===== src/rtl/aoc_pkg.sv =====
`timescale 1ns / 1ps
// ----------------------------------------------------------------------------
// aoc_pkg: shared types and constants of the alpha-over compositor
// Pixel and sideband types, the lane count and the default fraction width.
// ----------------------------------------------------------------------------
package aoc_pkg;

  localparam int unsigned FracBitsDefault = 16;
  localparam int unsigned NumLanes        = 3;

  typedef logic [7:0] byte_t;

  localparam byte_t ByteMax = 8'hFF;

  typedef struct packed {
    byte_t red;
    byte_t green;
    byte_t blue;
    byte_t alpha;
  } rgba_t;

  typedef struct packed {
    logic pass_fg;
    logic pass_bg;
  } route_t;

  typedef struct packed {
    route_t route;
    rgba_t  fg;
    rgba_t  bg;
  } side_t;

endpackage


===== src/rtl/aoc_div.sv =====
`timescale 1ns / 1ps
// ----------------------------------------------------------------------------
// aoc_div: pipelined restoring divider, three lanes sharing one divisor
// Stage 0 flags quotients that saturate at one; each later stage resolves
// one quotient bit per lane. Sideband and divisor travel with the data.
// ----------------------------------------------------------------------------
module aoc_div
  import aoc_pkg::*;
#(
  parameter int unsigned FracBits = FracBitsDefault,
  parameter int unsigned SideW    = $bits(side_t)
) (
  input  logic                                clk_i,
  input  logic                                rst_ni,
  input  logic                                en_i,
  input  logic                                valid_i,
  input  logic [SideW-1:0]                    side_i,
  input  logic [FracBits:0]                   div_i,
  input  logic [NumLanes-1:0][FracBits+1:0]   num_i,
  output logic                                valid_o,
  output logic [SideW-1:0]                    side_o,
  output logic [FracBits:0]                   div_o,
  output logic [NumLanes-1:0]                 sat_o,
  output logic [NumLanes-1:0][FracBits-1:0]   quo_o
);

  localparam int unsigned Depth = FracBits + 1;
  localparam int unsigned FracW = FracBits + 1;
  localparam int unsigned RemW  = FracBits + 2;

  logic [Depth-1:0]    vld_q;
  logic [SideW-1:0]    side_q [Depth];
  logic [FracW-1:0]    div_q  [Depth];
  logic [NumLanes-1:0] sat_q  [Depth];
  logic [NumLanes-1:0] sat_d  [Depth];
  logic [RemW-1:0]     rem_q  [Depth][NumLanes];
  logic [RemW-1:0]     rem_d  [Depth][NumLanes];
  logic [FracBits-1:0] quo_q  [Depth][NumLanes];
  logic [FracBits-1:0] quo_d  [Depth][NumLanes];

  always_comb begin
    logic [RemW-1:0] shl;
    logic            take;
    for (int l = 0; l < NumLanes; l++) begin
      sat_d[0][l] = num_i[l] >= {1'b0, div_i};
      rem_d[0][l] = sat_d[0][l] ? '0 : num_i[l];
      quo_d[0][l] = '0;
    end
    for (int k = 1; k < Depth; k++) begin
      sat_d[k] = sat_q[k-1];
      for (int l = 0; l < NumLanes; l++) begin
        shl  = {rem_q[k-1][l][RemW-2:0], 1'b0};
        take = shl >= {1'b0, div_q[k-1]};
        rem_d[k][l] = take ? shl - {1'b0, div_q[k-1]} : shl;
        quo_d[k][l] = {quo_q[k-1][l][FracBits-2:0], take};
      end
    end
  end

  always_ff @(posedge clk_i or negedge rst_ni) begin
    if (!rst_ni) begin
      vld_q <= '0;
    end else if (en_i) begin
      vld_q <= {vld_q[Depth-2:0], valid_i};
    end
  end

  always_ff @(posedge clk_i) begin
    if (en_i) begin
      side_q[0] <= side_i;
      div_q[0]  <= div_i;
      for (int k = 1; k < Depth; k++) begin
        side_q[k] <= side_q[k-1];
        div_q[k]  <= div_q[k-1];
      end
      sat_q <= sat_d;
      rem_q <= rem_d;
      quo_q <= quo_d;
    end
  end

  always_comb begin
    valid_o = vld_q[Depth-1];
    side_o  = side_q[Depth-1];
    div_o   = div_q[Depth-1];
    sat_o   = sat_q[Depth-1];
    for (int l = 0; l < NumLanes; l++) begin
      quo_o[l] = quo_q[Depth-1][l];
    end
  end

  for (genvar l = 0; l < NumLanes; l++) begin : g_chk
    // partial remainder is below the divisor after the last step
    assert property (@(posedge clk_i) disable iff (!rst_ni)
      vld_q[Depth-1] && div_q[Depth-1] != '0 |->
      rem_q[Depth-1][l] < {1'b0, div_q[Depth-1]})
      else $error("aoc_div: remainder not below divisor");

    // saturated lanes start from a zero remainder and resolve no bits
    assert property (@(posedge clk_i) disable iff (!rst_ni)
      vld_q[Depth-1] && div_q[Depth-1] != '0 && sat_q[Depth-1][l] |->
      quo_q[Depth-1][l] == '0)
      else $error("aoc_div: saturated lane carries quotient bits");
  end

endmodule


===== config.mk =====
export PLATFORM = sky130hd
export DESIGN_NAME = aoc_div
export DESIGN_NICKNAME = d
export VERILOG_FILES = /design/src/rtl/aoc_pkg.sv /design/src/rtl/aoc_div.sv
export SDC_FILE = /design/constraint.sdc
export NUM_CORES = 2
export LEC_CHECK = 0
export BUFFER_PORTS_ARGS = -buffer_cell sky130_fd_sc_hd__buf_2
export CAP_MARGIN = 40
export CELL_PAD_IN_SITES_DETAIL_PLACEMENT = 1
export CELL_PAD_IN_SITES_GLOBAL_PLACEMENT = 2
export CORE_ASPECT_RATIO = 1.75
export CORE_UTILIZATION = 49
export DETAILED_ROUTE_END_ITERATION = 12
export PLACE_DENSITY = 0.82
export REMOVE_ABC_BUFFERS = 1
export SYNTH_ARGS = -nofsm -noshare
export SYNTH_HDL_FRONTEND = slang
export SYNTH_SLANG_ARGS = --single-unit

===== constraint.sdc =====
create_clock -name clk_i -period 4.6 [get_ports clk_i]
set_input_delay 0.69 -clock clk_i [delete_from_list [all_inputs] [get_ports clk_i]]
set_output_delay 0.69 -clock clk_i [all_outputs]
set_load 0.02 [all_outputs]

**Word-level counts from Yosys, hierarchy flattened**

Memory sizes are Yosys's and may differ from the RTL's.
Cells that the tools add are included.

- Add/subtract/negate cells: 45
- Magnitude comparators: 51
- Multiplexer cells: 47

Operators with widths:

| cell | number |
|---|---|
| greater-or-equal comparator 18 x 17 -> 1 bit | 51 |
| two-way mux 17 bit | 45 |
| subtractor 17 bit | 45 |
| two-way mux 1 bit | 2 |

- Register bits: 1292
- RAM bits: 1411
- Bits of input ports: 141
- Output and inout port bits: 135
- Logic and storage cells: 304
- Memories: 2

Memories:

| name | words | width | rd ports | clocked after Yosys merged registers in | wr ports | line | source |
|---|---|---|---|---|---|---|---|
| side_q | 17 | 66 | 17 | 0 | 17 | aoc_div.sv:32 | `logic [SideW-1:0] side_q [Depth];` |
| div_q | 17 | 17 | 17 | 0 | 17 | aoc_div.sv:33 | `logic [FracW-1:0] div_q [Depth];` |

**Logic depth before layout (Yosys ltp)**

An unclocked memory read counts as a cell.

- Word-level depth: 3
- Gate-level depth with buffers: 13
- Depth with buffers taken out: 12

**Worst setup path before layout**

No wires, ideal clock.

- Kind: register -> register
- From: mem div_q[7][5] (netlist name)
- To: reg rem_q[63] (netlist name), data pin
- Setup time: 260 ps
- Arrival time: 2877 ps
- Required time: 4340 ps
- Slack: 1463 ps
- Stages on the path, launching flop included: 12
- Buffers on the path: 1
- Clock period less this slack: 3137 ps
- Path through: edfxtp_1 inv_1 ha_1 a211oi_2 nor2_1 o41a_1 o21a_1 o21ai_2 a21oi_2 a2111oi_4 buf_6 mux2_4

RTL lines:

| element | line | source |
|---|---|---|
| start, declared | aoc_div.sv:33 |  |
| end signal, assigned | aoc_div.sv:77 | `rem_q <= rem_d;` |
| end, declared | aoc_div.sv:36 | `logic [RemW-1:0] rem_q [Depth][NumLanes];` |

==> key figures <==
Run status
  – Status: completed

Global routing
  – Largest net degree at the start of global routing: 162
  – Initial antenna violation count: 6
  – GRT overflow: 0
  – First-pass GRT wire length: 587600 um
  – Total Routing Usage GR: 0.3140
  – Vias in the first global route: 89540

Place
  – Setup WS pre-CTS: 0.5326 ns
  – Port Buffers: 275
  – Inst Count DP: around 13000
  – Placement Cell Area: 135200 um2
  – Final HPWL DP: approximately 320000 um
  – Routability cong.: 1.023

Synthesis
  – Top-count cell post-synth: edfxtp_1
  – Synth top area share: 0.6333
  – Yosys top cell by area: edfxtp_1
  – Synth Flop Type: edfxtp_1
  – EDFF count, synth: 2686
  – #FFs+latches synth: 2703
  – Mean post-synth cell area: about 14 um2
  – Synth cell types: 86
  – Async S/R FF share, synth: 0.006289
  – Synth warnings: 0
  – Post-Syn Instances: 9197
  – Synth top cells by count: edfxtp_1, ha_1, a21oi_1
  – Cell Area, Synth: between 100000 and 150000 um2
  – Synth top area cells: edfxtp_1, ha_1, mux2_2
  – Seq/Total Area, Yosys: 0.6367

Floorplanning
  – Initial Util: 0.4929
  – Core ar.: around 260000 um2
  – Die footprint: 262000 um2
  – I/O Pins: around 280
  – Die width: 387.4 um
  – Die H: 676.4 um
  – FP Rows: 247

Power
  – Worst VDD drop: 0.0004451 V
  – Combinational power share: 0.413
  – Power share of the clock group: 0.214
  – Flop pwr share: 0.373
  – PwrDens: a little over 700 nW/um2
  – Switching share of power: 0.3743
  – PnR Total Power: 101.9 mW
  – Psw: 38.14 mW
  – Static Leak: 55.73 nW
  – Power Internal: 63.77 mW

Detailed routing
  – Avg WL per Cell: around 30 um
  – Vias/cell: 5.788
  – Iter 0 DRT Violations: 3474
  – DRC Markers: 0
  – Pre-antenna DRT Iters: 5
  – DRT antenna net count: 0
  – DRT Wirelength: 413300 um
  – Routed via count: 78440

Worst setup path
  – Critical path startpoint category: register
  – Worst path required time: 5.22 ns
  – Crit Path Max Fanout: 10
  – Critical Path AT: approximately 4.8 ns
  – CP Class: register to register
  – Reg2Reg Depth: 12
  – Critical R2R Launch: div_q[7][2]$_DFFE_PP_
  – CP endpoint kind: register
  – CP startpoint: div_q[7][2]$_DFFE_PP_

Timing
  – Worst-margin pin slew: 1.079 ns
  – Final setup fails: 0
  – Hold WS: between 0.03 and 0.04 ns
  – Setup TNS: 0 ns
  – Crit path time final: 4.146 ns
  – Crit share post-route: 0.9013
  – Max Clk Rate: between 200 and 250 MHz
  – Fin worst setup slack: roughly 0.45 ns
  – Fin. Hold Viols: 0
  – Slew Viols, Final: 0
  – Rel. slew slack: 0.2804
  – RSZ-0062 raised after global routing: false
  – Clock skew: 0.09657 ns

Worst hold path
  – Class of the worst hold path: input pin to register
  – Hold Crit Depth: 2
  – Min-delay src: num_i[8]

Clock tree
  – Total CTS buffers: around 250
  – Post-CTS Repair Setup Buffers: 0
  – Cts hold-fix bufs: 87
  – Clock Root Buffer: clkbuf_16
  – # H-tree levels: 4
  – CTS resizes: 0
  – Clock net sink count: 2703
  – CTS tree: done
  – Clock Pin Slew Worst Setup and Hold Paths: 0.07 ns
  – Worst skew pair latency: 0.94 ns
  – Max clock buf depth: 4

Final layout
  – Fin area: 144600 um2
  – P&R area growth vs syn: 13.51%
  – Layout Nets: 11000
  – Final Non-Filler Cells: 13550
  – Finished Core Util: 0.5595
  – Share of cells above drive strength 1: 0.1429

Flow run
  – Max Cap Violations: 0
-- worst max-delay path, stage by stage (launching register included) --
cell	delay (ns)
edfxtp_1	0.42
inv_1	0.15
ha_1	0.29
nor2b_1	0.15
o21ai_1	0.38
a21boi_0	0.20
o21ai_0	0.41
a31oi_1	0.17
buf_4	0.17
o21ai_0	0.16
nor4b_4	0.77
buf_12	0.24
mux2_2	0.35
-- path summary, 6_finish.rpt --
check | to | slack (ns)
max in group asynchronous | vld_q[0]$_DFFE_PN0P_ | 4.06
setup reg to reg | rem_q[78]$_DFFE_PP_ | 0.45
setup / recovery | rem_q[78]$_DFFE_PP_ | 0.45
hold reg to reg | side_q[3][5]$_DFFE_PP_ | 0.38
hold / removal | rem_q[908]$_SDFFCE_PP0P_ | 0.04
min in group asynchronous | vld_q[6]$_DFFE_PN0P_ | 0.25
-- layout make-up --
cell class	instances	area [um2]
sequential	2703	81080
inverter	536	2012
antenna	35	87.58
timing repair buffer	640	4890
multi-input combinational	5821	43870
fill	25180	113800
clock buffer	265	6270
tap	3361	4205
clock inverter	190	2145
-- logic make-up (layout without fill, tap and decap cells) --
| group | Yosys count | count (layout) | share of synthesized area |
|---|---|---|---|
| and+or+nand+nor | 1846 | 1846 | 0.07109 |
| adders and majority gates | 909 | 909 | 0.09196 |
| buffers and inverters | 673 | 1631 | 0.02017 |
| xor gates and xnor gates | 584 | 584 | 0.04016 |
| AOI/OAI and AO/OA | 2030 | 2030 | 0.1001 |
| other | 0 | 35 | 0 |
| muxes | 452 | 452 | 0.03982 |
| DFF | 2703 | 2703 | 0.6367 |
-- power by group through the flow --
stage / clock [mW] / combinational [mW] / sequential (mW)
3_5_place_dp: 0 / 41.4 / 38.4
5_1_grt: 22.8 / 45.0 / 38.3
4_1_cts: 22.1 / 41.9 / 37.9
3_3_place_gp: 0 / 40.2 / 38.2
2_1_floorplan: 0 / 26.4 / 36.3
6_report: 21.8 / 42.1 / 38.0
-- registers in the layout, summed over array words and instances, names as in the netlist --
name / count
side_q: 1122
rem_q: 816
sat_o: 3
vld_q: 17
div_q: 289
quo_d: 360
sat_d: 48
quo_o: 48
-- routing by layer --
metal / track usage / vias up / wire length [um]
li1: - / 36250 / -
met1: 0.1999 / 38940 / 99120
met2: 0.6520 / 1894 / 243700
met3: 0.03427 / 1358 / 9750
met4: 0.3845 / 0 / 60720
met5: 0 / - / 0
-- cell usage in the layout, fill, tap and decap left out, types with 254 or more instances in the layout --
| cell | instances |
|---|---|
| a21oi_1 | 607 |
| ha_1 | 864 |
| mux2_2 | 409 |
| a21o_1 | 254 |
| o21ai_0 | 444 |
| edfxtp_1 | 2686 |
| nand2_1 | 422 |
| nor2_1 | 543 |
| xnor2_1 | 387 |
| inv_1 | 533 |
| buf_2 | 280 |
Power figures use the tool's default switching activity.
